<file path="config.mk">
export PLATFORM = sky130hd
export DESIGN_NAME = roman_numeral_encoder
export DESIGN_NICKNAME = d
export VERILOG_FILES = /design/src/rtl/rne_pkg.sv /design/src/rtl/rne_front.sv /design/src/rtl/rne_fifo.sv /design/src/rtl/rne_back.sv /design/src/rtl/roman_numeral_encoder.sv
export SDC_FILE = /design/constraint.sdc
export NUM_CORES = 1
export LEC_CHECK = 0
export ABC_AREA = 1
export BUFFER_PORTS_ARGS = -buffer_cell sky130_fd_sc_hd__buf_2
export CORE_MARGIN = 1.5
export CORE_UTILIZATION = 57
export DETAILED_ROUTE_END_ITERATION = 10
export PLACE_DENSITY = 0.78
export SLEW_MARGIN = 20
export SYNTH_ARGS = -nofsm -noshare
export SYNTH_HDL_FRONTEND = slang
export SYNTH_SLANG_ARGS = --single-unit
</file>
<file path="constraint.sdc">
create_clock -name clk -period 5.76 [get_ports clk]
set_input_delay 0.288 -clock clk [delete_from_list [all_inputs] [get_ports clk]]
set_output_delay 0.288 -clock clk [all_outputs]
set_load 0.005 [all_outputs]
</file>
<file path="src/rtl/rne_pkg.sv">
// ----------------------------------------------------------------------------
// rne_pkg
// Shared types, tables and widths for the roman numeral encoder.
// ----------------------------------------------------------------------------
package rne_pkg;

    localparam int ValueWidth  = 12;
    localparam int LetterWidth = 8;
    localparam int StepWidth   = 4;
    localparam int AmountWidth = 10;

    localparam logic [ValueWidth-1:0] MaxValue = 12'd3999;
    localparam logic [StepWidth-1:0]  LastStep = 4'd12;

    localparam logic [LetterWidth-1:0] CharNone = 8'h00;
    localparam logic [LetterWidth-1:0] CharM    = 8'h4D;
    localparam logic [LetterWidth-1:0] CharD    = 8'h44;
    localparam logic [LetterWidth-1:0] CharC    = 8'h43;
    localparam logic [LetterWidth-1:0] CharL    = 8'h4C;
    localparam logic [LetterWidth-1:0] CharX    = 8'h58;
    localparam logic [LetterWidth-1:0] CharV    = 8'h56;
    localparam logic [LetterWidth-1:0] CharI    = 8'h49;

    // one greedy step (or an error marker) handed from front to back
    typedef struct packed {
        logic                 err;
        logic [StepWidth-1:0] step;
        logic                 last;
    } rne_token_t;

    function automatic logic [AmountWidth-1:0] step_amount(input logic [StepWidth-1:0] s);
        logic [AmountWidth-1:0] a;
        case (s)
            4'd0:    a = 10'd1000;
            4'd1:    a = 10'd900;
            4'd2:    a = 10'd500;
            4'd3:    a = 10'd400;
            4'd4:    a = 10'd100;
            4'd5:    a = 10'd90;
            4'd6:    a = 10'd50;
            4'd7:    a = 10'd40;
            4'd8:    a = 10'd10;
            4'd9:    a = 10'd9;
            4'd10:   a = 10'd5;
            4'd11:   a = 10'd4;
            default: a = 10'd1;
        endcase
        return a;
    endfunction

    function automatic logic [LetterWidth-1:0] first_letter(input logic [StepWidth-1:0] s);
        logic [LetterWidth-1:0] c;
        case (s)
            4'd0:    c = CharM;
            4'd1:    c = CharC;
            4'd2:    c = CharD;
            4'd3:    c = CharC;
            4'd4:    c = CharC;
            4'd5:    c = CharX;
            4'd6:    c = CharL;
            4'd7:    c = CharX;
            4'd8:    c = CharX;
            4'd9:    c = CharI;
            4'd10:   c = CharV;
            default: c = CharI;
        endcase
        return c;
    endfunction

    function automatic logic [LetterWidth-1:0] second_letter(input logic [StepWidth-1:0] s);
        logic [LetterWidth-1:0] c;
        case (s)
            4'd1:    c = CharM;
            4'd3:    c = CharD;
            4'd5:    c = CharC;
            4'd7:    c = CharL;
            4'd9:    c = CharX;
            4'd11:   c = CharV;
            default: c = CharNone;
        endcase
        return c;
    endfunction

endpackage

</file>
<file path="src/rtl/rne_front.sv">
// ----------------------------------------------------------------------------
// rne_front
// Takes a request, checks its range and walks the greedy steps, pushing one
// token per numeral group into the queue.
// ----------------------------------------------------------------------------
module rne_front (
    input  logic                          clk,
    input  logic                          rst_n,
    input  logic                          start,
    input  logic [rne_pkg::ValueWidth-1:0] value,
    output logic                          busy,
    input  logic                          full,
    output logic                          push,
    output rne_pkg::rne_token_t           token
);
    import rne_pkg::*;

    logic                  active_reg, active_next;
    logic                  err_reg, err_next;
    logic [ValueWidth-1:0] rem_reg, rem_next;
    logic [StepWidth-1:0]  step_reg, step_next;

    logic [ValueWidth-1:0] amount;
    logic                  fits;
    logic [ValueWidth-1:0] diff;

    assign amount = {{(ValueWidth-AmountWidth){1'b0}}, step_amount(step_reg)};
    assign fits   = rem_reg >= amount;
    assign diff   = rem_reg - amount;
    assign busy   = active_reg;

    always_comb
    begin
        active_next = active_reg;
        err_next    = err_reg;
        rem_next    = rem_reg;
        step_next   = step_reg;
        push        = 1'b0;
        token.err   = err_reg;
        token.step  = step_reg;
        token.last  = err_reg || (diff == '0);
        if (!active_reg)
        begin
            if (start)
            begin
                active_next = 1'b1;
                err_next    = (value == '0) || (value > MaxValue);
                rem_next    = value;
                step_next   = '0;
            end
        end
        else if (!full)
        begin
            if (err_reg)
            begin
                push        = 1'b1;
                active_next = 1'b0;
            end
            else if (fits)
            begin
                push     = 1'b1;
                rem_next = diff;
                if (diff == '0)
                begin
                    active_next = 1'b0;
                end
            end
            else if (step_reg != LastStep)
            begin
                step_next = step_reg + 1'b1;
            end
        end
    end

    always_ff @(posedge clk or negedge rst_n)
    begin
        if (!rst_n)
        begin
            active_reg <= 1'b0;
        end
        else
        begin
            active_reg <= active_next;
        end
    end

    always_ff @(posedge clk)
    begin
        err_reg  <= err_next;
        rem_reg  <= rem_next;
        step_reg <= step_next;
    end

endmodule

</file>
<file path="src/rtl/rne_fifo.sv">
// ----------------------------------------------------------------------------
// rne_fifo
// Short token queue between the front and back parts.
// ----------------------------------------------------------------------------
module rne_fifo #(
    parameter int DEPTH = 4
) (
    input  logic                clk,
    input  logic                rst_n,
    input  logic                push,
    input  rne_pkg::rne_token_t din,
    input  logic                pop,
    output rne_pkg::rne_token_t dout,
    output logic                empty,
    output logic                full
);
    import rne_pkg::*;

    localparam int PtrWidth = (DEPTH > 1) ? $clog2(DEPTH) : 1;
    localparam int CntWidth = $clog2(DEPTH + 1);
    localparam logic [PtrWidth-1:0] PtrLast = PtrWidth'(DEPTH - 1);
    localparam logic [CntWidth-1:0] CntFull = CntWidth'(DEPTH);

    rne_token_t            mem [DEPTH];
    logic [PtrWidth-1:0]   wr_ptr_reg, rd_ptr_reg;
    logic [CntWidth-1:0]   count_reg;
    logic                  do_push, do_pop;

    assign empty   = (count_reg == '0);
    assign full    = (count_reg == CntFull);
    assign do_push = push && !full;
    assign do_pop  = pop && !empty;
    assign dout    = mem[rd_ptr_reg];

    always_ff @(posedge clk)
    begin
        if (do_push)
        begin
            mem[wr_ptr_reg] <= din;
        end
    end

    always_ff @(posedge clk or negedge rst_n)
    begin
        if (!rst_n)
        begin
            wr_ptr_reg <= '0;
            rd_ptr_reg <= '0;
            count_reg  <= '0;
        end
        else
        begin
            if (do_push)
            begin
                wr_ptr_reg <= (wr_ptr_reg == PtrLast) ? '0 : wr_ptr_reg + 1'b1;
            end
            if (do_pop)
            begin
                rd_ptr_reg <= (rd_ptr_reg == PtrLast) ? '0 : rd_ptr_reg + 1'b1;
            end
            if (do_push && !do_pop)
            begin
                count_reg <= count_reg + 1'b1;
            end
            else if (do_pop && !do_push)
            begin
                count_reg <= count_reg - 1'b1;
            end
        end
    end

endmodule

</file>
<file path="src/rtl/rne_back.sv">
// ----------------------------------------------------------------------------
// rne_back
// Pops tokens and sends their one or two letters, one per cycle while queued.
// ----------------------------------------------------------------------------
module rne_back (
    input  logic                           clk,
    input  logic                           rst_n,
    input  logic                           empty,
    input  rne_pkg::rne_token_t            head,
    output logic                           pop,
    output logic                           strobe,
    output logic [rne_pkg::LetterWidth-1:0] letter,
    output logic                           last,
    output logic                           error
);
    import rne_pkg::*;

    logic                   cur_valid_reg;
    logic                   phase_reg;
    rne_token_t             cur_reg;
    logic                   strobe_reg;
    logic [LetterWidth-1:0] letter_reg;
    logic                   last_reg, error_reg;

    logic                   has_second;
    logic                   finishing;

    assign has_second = !cur_reg.err && (second_letter(cur_reg.step) != CharNone);
    assign finishing  = cur_valid_reg && (phase_reg || !has_second);
    assign pop        = !empty && (!cur_valid_reg || finishing);

    assign strobe = strobe_reg;
    assign letter = letter_reg;
    assign last   = last_reg;
    assign error  = error_reg;

    always_ff @(posedge clk or negedge rst_n)
    begin
        if (!rst_n)
        begin
            cur_valid_reg <= 1'b0;
            phase_reg     <= 1'b0;
            strobe_reg    <= 1'b0;
        end
        else
        begin
            strobe_reg <= cur_valid_reg;
            if (cur_valid_reg && !finishing)
            begin
                phase_reg <= 1'b1;
            end
            else
            begin
                cur_valid_reg <= pop;
                phase_reg     <= 1'b0;
            end
        end
    end

    always_ff @(posedge clk)
    begin
        if (pop)
        begin
            cur_reg <= head;
        end
        if (cur_reg.err)
        begin
            letter_reg <= CharNone;
        end
        else
        begin
            letter_reg <= phase_reg ? second_letter(cur_reg.step)
                                    : first_letter(cur_reg.step);
        end
        last_reg  <= cur_reg.last && (phase_reg || !has_second);
        error_reg <= cur_reg.err;
    end

endmodule

</file>
<file path="src/rtl/roman_numeral_encoder.sv">
// ----------------------------------------------------------------------------
// roman_numeral_encoder
// Converts a 12-bit number to its roman numeral as a run of ASCII letters.
// ----------------------------------------------------------------------------
// A request is taken when start is high and busy is low. The front part then
// latches the value, after which busy stays high while it pushes one token
// per numeral group and steps past each skipped greedy step, and also while
// the token queue is full; a new request may be taken while earlier letters
// still drain. Letters leave from the back part one per cycle on strobe while
// the queue holds tokens, with last on the final letter of a request; the
// receiver cannot stall, and a request of 0 or above 3999 gives a single
// strobe with error and last set and letter 0. The token queue of QUEUE_DEPTH
// entries lets the front run ahead of the back.
module roman_numeral_encoder #(
    parameter int QUEUE_DEPTH = 4
) (
    input  logic                           clk,
    input  logic                           rst_n,
    input  logic                           start,
    output logic                           busy,
    input  logic [rne_pkg::ValueWidth-1:0]  value,
    output logic                           strobe,
    output logic [rne_pkg::LetterWidth-1:0] letter,
    output logic                           last,
    output logic                           error
);
    import rne_pkg::*;

    rne_token_t push_token, head_token;
    logic       push, pop, empty, full;

    rne_front u_front (
        .clk   (clk),
        .rst_n (rst_n),
        .start (start),
        .value (value),
        .busy  (busy),
        .full  (full),
        .push  (push),
        .token (push_token)
    );

    rne_fifo #(
        .DEPTH (QUEUE_DEPTH)
    ) u_fifo (
        .clk   (clk),
        .rst_n (rst_n),
        .push  (push),
        .din   (push_token),
        .pop   (pop),
        .dout  (head_token),
        .empty (empty),
        .full  (full)
    );

    rne_back u_back (
        .clk    (clk),
        .rst_n  (rst_n),
        .empty  (empty),
        .head   (head_token),
        .pop    (pop),
        .strobe (strobe),
        .letter (letter),
        .last   (last),
        .error  (error)
    );

    // an error result is always a single, final, empty letter
    a_error_single: assert property (@(posedge clk) disable iff (!rst_n)
        strobe && error |-> last && (letter == CharNone))
        else $error("error result not marked last or letter not zero");

    a_accept_busy: assert property (@(posedge clk) disable iff (!rst_n)
        start && !busy |=> busy)
        else $error("front not busy after accepting a request");

    // the queue can never be popped while empty or pushed while full
    a_queue_guard: assert property (@(posedge clk) disable iff (!rst_n)
        !(pop && empty) && !(push && full))
        else $error("token queue under- or overflow");

    // a valid letter is never zero
    a_letter_nonzero: assert property (@(posedge clk) disable iff (!rst_n)
        strobe && !error |-> letter != CharNone)
        else $error("zero letter on a valid result");

endmodule
</file>
**Yosys cells after proc, flatten, opt, wreduce, memory -nomap -nowiden**

Memories as Yosys holds them, arrays and structs flattened. A register that Yosys moved wholly into a read port is not among the register bits.
Cells that the tools add are included.
Widths: inputs -> output; s select.

- Input bits: 15
- Output and inout bits: 12
- Memories: 3
- Latch bits: 0
- Flip-flop bits (word level): 38
- Memory bits (writable): 24
- Bits in read-only memories: 240

Memory list:

| name | words | width | rd ports | clocked after memory_dff | wr ports | RTL line | source |
|---|---|---|---|---|---|---|---|
| (name not given) | 16 | 10 | 1 | 1 | 0 | rne_pkg.sv:33 | `case (s)` |
| (name not given) | 16 | 5 | 1 | 0 | 0 | rne_pkg.sv:53 | `case (s)` |
| u_fifo.mem | 4 | 6 | 1 | 1 | 1 | rne_fifo.sv:24 | `rne_token_t mem [DEPTH];` |

- Shifts and indexed selects: 0
- Div/mod/pow operators: 0
- Add/subtract/negate cells: 6
- Magnitude comparators: 2
- Equal/unequal tests: 15
- Muxes and demuxes: 31
- Reductions and logical operators: 30
- Multiply operators: 0
- Bitwise logic cells: 1

Operators with widths:

| kind | number |
|---|---|
| $mux 12 | 5 |
| $pmux 7 s6 | 1 |
| $mux 4 | 7 |
| $logic_not 12->1 | 2 |
| $mux 1 | 13 |
| $ge 12x10->1 | 1 |
| $gt 12x12->1 const B | 1 |
| $sub 12x10->12 | 1 |
| $ne 2x2->1 const B | 5 |
| $logic_and 1x1->1 | 9 |
| $eq 4x3->1 const B | 2 |
| $eq 4x4->1 const B | 2 |
| $logic_not 1->1 | 8 |
| $mux 8 | 1 |
| $reduce_bool 8->1 | 1 |
| $mux 3 | 2 |
| $reduce_and 5->1 | 1 |
| $add 2x1->2 const B | 2 |
| $add 4x1->4 const B | 1 |
| $eq 2x2->1 const B | 2 |
| $eq 4x1->1 const B | 1 |
| $eq 4x2->1 const B | 1 |
| $logic_or 1x1->1 | 4 |
| $mux 2 | 2 |
| 9 further kinds | 10 |

**Depth between registers and ports, before layout**

- Word-level depth: 13
- Depth in mapped cells: 20
- Gate-level depth less buffers: 20

**By module**

Synthesis repeated with hierarchy kept, for this count alone.

- Cells, all modules: 526
- Area, all modules: 4413.0 um^2

By module, submodules not included:

| module | instances | area each (um^2) | sequential area each (um^2) | cells each |
|---|---|---|---|---|
| rne_front | 1 | 2019.4 | 715.7 | 286 |
| rne_fifo | 1 | 1428.9 | 895.9 | 131 |
| rne_back | 1 | 964.7 | 515.5 | 109 |

**Worst setup path before layout**

No wires, ideal clock.

- Path type: register -> register
- Start: register u_front.rem_reg[0]
- End: register u_fifo.count_reg[2]
- Stages on the path, launching flop included: 19
- Clock period less this slack: 2.676 ns
- Path buffers: 0
- Path slack: 3.084 ns
- Arrival time: 2.552 ns
- Cells stage by stage: edfxtp_1 -> inv_1 -> ha_1 -> fa_1 -> inv_1 -> nand2_1 -> nand2_1 -> nand3_2 -> nand2_2 -> a21oi_1 -> nand2_1 -> nand2_1 -> inv_1 -> ha_1 -> inv_1 -> fa_1 -> a21oi_1 -> o21ai_0 -> xnor2_1

- Cells in the longest elaborated chain, start to end: 9

Ends and longest elaborated chain:

| element | RTL line | source |
|---|---|---|
| from (decl) | rne_front.sv:20 | `logic [ValueWidth-1:0] rem_reg, rem_next;` |
| from (signal assigned) | rne_front.sv:90 | `rem_reg <= rem_next;` |
| $ge 12x10->1 (*) | rne_front.sv:28 | `assign fits = rem_reg >= amount;` |
| $mux 1 (*) | rne_front.sv:59 | `else if (fits)` |
| $mux 1 (*) | rne_front.sv:54 | `if (err_reg)` |
| $mux 1 (*) | rne_front.sv:52 | `else if (!full)` |
| $mux 1 (*) | rne_front.sv:42 | `if (!active_reg)` |
| $logic_and 1x1->1 (*) | rne_fifo.sv:31 | `assign do_push = push && !full;` |
| named net u_fifo.do_push | rne_fifo.sv:27 | `logic do_push, do_pop;` |
| $logic_not 1->1 | rne_fifo.sv:65 | `else if (do_pop && !do_push)` |
| $logic_and 1x1->1 | rne_fifo.sv:65 |  |
| $reduce_bool 2->1 (no line) | -- |  |
| to (signal assigned) | rne_fifo.sv:63 | `count_reg <= count_reg + 1'b1;` |
| to (signal assigned) | rne_fifo.sv:67 | `count_reg <= count_reg - 1'b1;` |
| to (decl) | rne_fifo.sv:26 | `logic [CntWidth-1:0] count_reg;` |

Mark *: on every way through the listed nets, which the timed path passes. The rest lies on a longest branch.
A chain may end at the register's enable or synchronous reset.

**Worst setup path in the final report**

Same ends and word-level chain as after synthesis.

==> impl_results.md <==
* Status: completed
* Top cell types by occurrence after synthesis: 110 x sky130_fd_sc_hd__nand2_1, 72 x sky130_fd_sc_hd__inv_1, 48 x sky130_fd_sc_hd__nor2_1
* Via count of the first global-routing pass at 2963
* Async SR Flop Fraction at 14.7%
* Reported max-cap violation count at 0
* Hold Crit Depth at 3
* Clock network latency to the later pin of the worst-skew pair at 0.36 ns
* Post-route DRC violation count at 0
* Ratio of cells with drive above 1 in the final layout at 12.2%
* Distinct cells, synth at 37
* Effective utilization at floorplan at 59.2%
* Top post-synthesis cells by area: sky130_fd_sc_hd__edfxtp_1 35%, sky130_fd_sc_hd__nand2_1 10%, sky130_fd_sc_hd__dfxtp_1 8.5%, sky130_fd_sc_hd__dfrtp_1 6.8%, sky130_fd_sc_hd__inv_1 6.7%
* Slew at the pin closest to its max-slew limit at 0.751 ns
* Maximum frequency from static timing analysis at 0.338 GHz
* Antenna diode count at 0
* CTS resizes at 0
* Yosys reg bits at 75
* Vertical extent of the die at 87.0 um
* Mapped cell area at 4020 um^2
* Final-layout fill cell count at 554
* Worst relative slew slack at 49.9%
* Worst Hold Launch: start
* Clock tree sinks at 75
* Area added between synthesis and finish at 9.39%
* Via density per instance at 5.23
* Die boundary width at 87.0 um
* Number of buffers inserted to repair setup after CTS at 0
* Area of all sequential standard cells at 2030 um^2
* Clock transition time at the flip-flop clock pins of the worst setup and hold paths at 0.08 ns
* Share of synthesized area occupied by flip-flops and latches at 50.4%
* Global-route wire length before repair at 13500 um
* Die area at 7570 um^2
* Largest area contributor in the netlist: sky130_fd_sc_hd__edfxtp_1
* All-layer global routing usage at 23.5%
* Total placed instance area at 4220 um^2
* Number of buffers inserted for hold repair after clock tree synthesis at 1
* Portion of the clock cycle consumed by the worst path in the final layout at 51.4%
* Number of warnings issued by yosys at 0
* Worst path arrival time at 3.20 ns
* Launch point of the worst reg-to-reg path: u_front.rem_reg[0]$_DFFE_PP_
* Total negative slack for setup checks at 0 ns
* Top_reg_cell synth: sky130_fd_sc_hd__edfxtp_1
* Average footprint of a synthesized cell at 8.62 um^2
* Number of cells traversed by the worst register-to-register path at 18
* Detailed placement HPWL at 6010 um
* Number of iterations in the first detailed-routing pass at 5
* Vias at 3120
* Number of nets still failing antenna checks after routing at 0
* HP Class: in2reg
* Unrepaired setup endpoints after global routing: no
* Required time worst endpoint at 6.00 ns
* Area share of the leading cell type in the synthesized netlist at 35.1%
* Final layout net count at 532
* Crit path time final at 2.96 ns
* Startpoint types: flop
* Hold Fails Final Rpt at 0
* CTS tree: yes
* Finished Cell Area at 4400 um^2
* Syn Inst Count at 467
* Cts bufs inserted at 9
* Setup skew after layout at 0.0183 ns
* Mean routed wirelength per cell at 13.3 um
* Most frequent cell after synthesis: sky130_fd_sc_hd__nand2_1
* WHS Endpoint: u_front.busy$_DFF_PN0_
* Total Routed Length at 7920 um
* Maximum number of buffers from clock root to sink at 2
* Largest net degree at the start of global routing at 20
* Count of pins on the block boundary at 27
* Antenna violations before repair at 0
* Critical Path End Type: flop
* Number of enable-type register cells in the synthesized netlist at 47
* Deepest level of the CTS H-tree at 3
* Cell with the largest stage delay on the worst path: sky130_fd_sc_hd__fa_1
* Overflow left after global routing at 0
* Slew Limit Fails at 0
* Root buffer cell: sky130_fd_sc_hd__clkbuf_8
* Maximum cell stage delay along the critical path at 0.42 ns
* Violation count after the first detailed-routing iteration at 181
* # setup viols final at 0
* Kind of critical path: reg2reg
* Input/output buffers at 24
* Area of the multi-input gates at 1680 um^2
* Reg2reg end: u_fifo.count_reg[2]$_DFFE_PN0P_
* Max FFs per register at 24
* Routability congestion estimate at 0.943
* Critical Path Fanout Max at 6
* Number of placement rows at 30
* Critical path cell sequence: inv_1 -> ha_1 -> fa_1 -> inv_1 -> nand2_1 -> nand2_1 -> nand3_2 -> nand2_2 -> a21oi_1 -> nand2_1 -> nand2_1 -> inv_1 -> ha_1 -> inv_1 -> fa_1 -> a21oi_1 -> o21ai_0 -> xnor2_1
* Placeable core area at 6790 um^2
* Setup slack on the worst flop-to-flop path at 2.80 ns
[kinds of logic (layout without fill, tap and decap cells)]
logic type               count (synthesis)  in the layout  share of synthesized area [%]
other                                    1              2                         0.0932
adder cells (fa/ha/maj)                 22             22                           7.21
buffers and inverters                   83            115                           8.02
AND/OR/NAND/NOR                        220            220                           24.0
AO/OA/AOI/OAI                           59             59                           8.71
XOR/XNOR                                 6              6                           1.31
multiplexers                             1              1                          0.280
flip-flops                              75             75                           50.4
[critical path, delay by kind of cell (launching register included)]
family                     cells  cell delay (ns)
buffers and inverters          4             0.37
DFF                            1             0.32
AOI/OAI and AO/OA              3             0.34
and+or+nand+nor                6             0.50
adders and majority gates      4             1.18
xor gates and xnor gates       1             0.13
[worst max-delay path by stage]
| stage | slack [ns] | to | startpoint |
|---|---|---|---|
| floorplan | 3.08 | u_fifo.count_reg[2]$_DFFE_PN0P_ | u_front.rem_reg[0]$_DFFE_PP_ |
| global placement | 2.93 | u_fifo.count_reg[2]$_DFFE_PN0P_ | u_front.rem_reg[0]$_DFFE_PP_ |
| detailed placement | 2.83 | u_fifo.count_reg[2]$_DFFE_PN0P_ | u_front.rem_reg[0]$_DFFE_PP_ |
| CTS | 2.77 | u_fifo.count_reg[2]$_DFFE_PN0P_ | u_front.rem_reg[0]$_DFFE_PP_ |
| global route | 2.51 | u_fifo.count_reg[2]$_DFFE_PN0P_ | u_front.rem_reg[0]$_DFFE_PP_ |
| finish | 2.80 | u_fifo.count_reg[2]$_DFFE_PN0P_ | u_front.rem_reg[0]$_DFFE_PP_ |
[final cells by class]
type | instances | area share [%]
sequential | 75 | 46.0
multi-input combinational | 310 | 38.1
inverter | 74 | 6.31
clock buffer | 11 | 2.98
timing repair buffer | 25 | 2.96
tap | 96 | 2.73
clock inverter | 5 | 0.853
[cell usage in the layout (no fill, tap or decap), types with 2 or more instances in the layout]
| cell | instances |
|---|---|
| sky130_fd_sc_hd__a21oi_1 | 14 |
| sky130_fd_sc_hd__a21oi_2 | 2 |
| sky130_fd_sc_hd__a31oi_1 | 2 |
| sky130_fd_sc_hd__buf_2 | 24 |
| sky130_fd_sc_hd__clkbuf_1 | 2 |
| sky130_fd_sc_hd__clkbuf_8 | 9 |
| sky130_fd_sc_hd__conb_1 | 2 |
| sky130_fd_sc_hd__dfrtp_1 | 11 |
| sky130_fd_sc_hd__dfxtp_1 | 17 |
| sky130_fd_sc_hd__edfxtp_1 | 47 |
| sky130_fd_sc_hd__fa_1 | 2 |
| sky130_fd_sc_hd__ha_1 | 20 |
| sky130_fd_sc_hd__inv_1 | 72 |
| sky130_fd_sc_hd__inv_2 | 2 |
| sky130_fd_sc_hd__inv_6 | 2 |
| sky130_fd_sc_hd__nand2_1 | 110 |
| sky130_fd_sc_hd__nand2_2 | 10 |
| sky130_fd_sc_hd__nand2_4 | 3 |
| sky130_fd_sc_hd__nand3_1 | 28 |
| sky130_fd_sc_hd__nand3_2 | 2 |
| sky130_fd_sc_hd__nand3b_1 | 3 |
| sky130_fd_sc_hd__nand4_1 | 4 |
| sky130_fd_sc_hd__nor2_1 | 48 |
| sky130_fd_sc_hd__nor3_1 | 6 |
| sky130_fd_sc_hd__nor4_1 | 3 |
| sky130_fd_sc_hd__o21ai_0 | 29 |
| sky130_fd_sc_hd__o22ai_1 | 6 |
| sky130_fd_sc_hd__xnor2_1 | 4 |
| sky130_fd_sc_hd__xor2_1 | 2 |
[layer usage]
| layer | vias to the layer above | wire length [um] | track usage (%) | part of all wire [%] |
|---|---|---|---|---|
| li1 | 1582 | - | - | - |
| met4 | 0 | 139 | 9.09 | 1.8 |
| met3 | 14 | 502 | 4.93 | 6.3 |
| met2 | 90 | 3630 | 37.4 | 46 |
| met5 | - | 0 | 0 | 0 |
| met1 | 1434 | 3650 | 31.8 | 46 |
[metrics by stage]
| stage | hold WS (ns) | setup slack, ns | util [%] | cells |
|---|---|---|---|---|
| 6_report | 0.212 | 2.80 | 64.8 | 596 |
| 5_1_grt | 0.233 | 2.51 | 64.8 | 596 |
| 4_1_cts | 0.204 | 2.77 | 64.8 | 596 |
| 3_5_place_dp | 0.184 | 2.83 | 62.2 | 579 |
| 3_3_place_gp | 0.183 | 2.93 | 62.2 | 579 |
| 2_1_floorplan | -0.00759 | 3.08 | - | 468 |
Power is not shown: default switching activity piles up to over one toggle a cycle in this logic, so the estimate is an artifact.
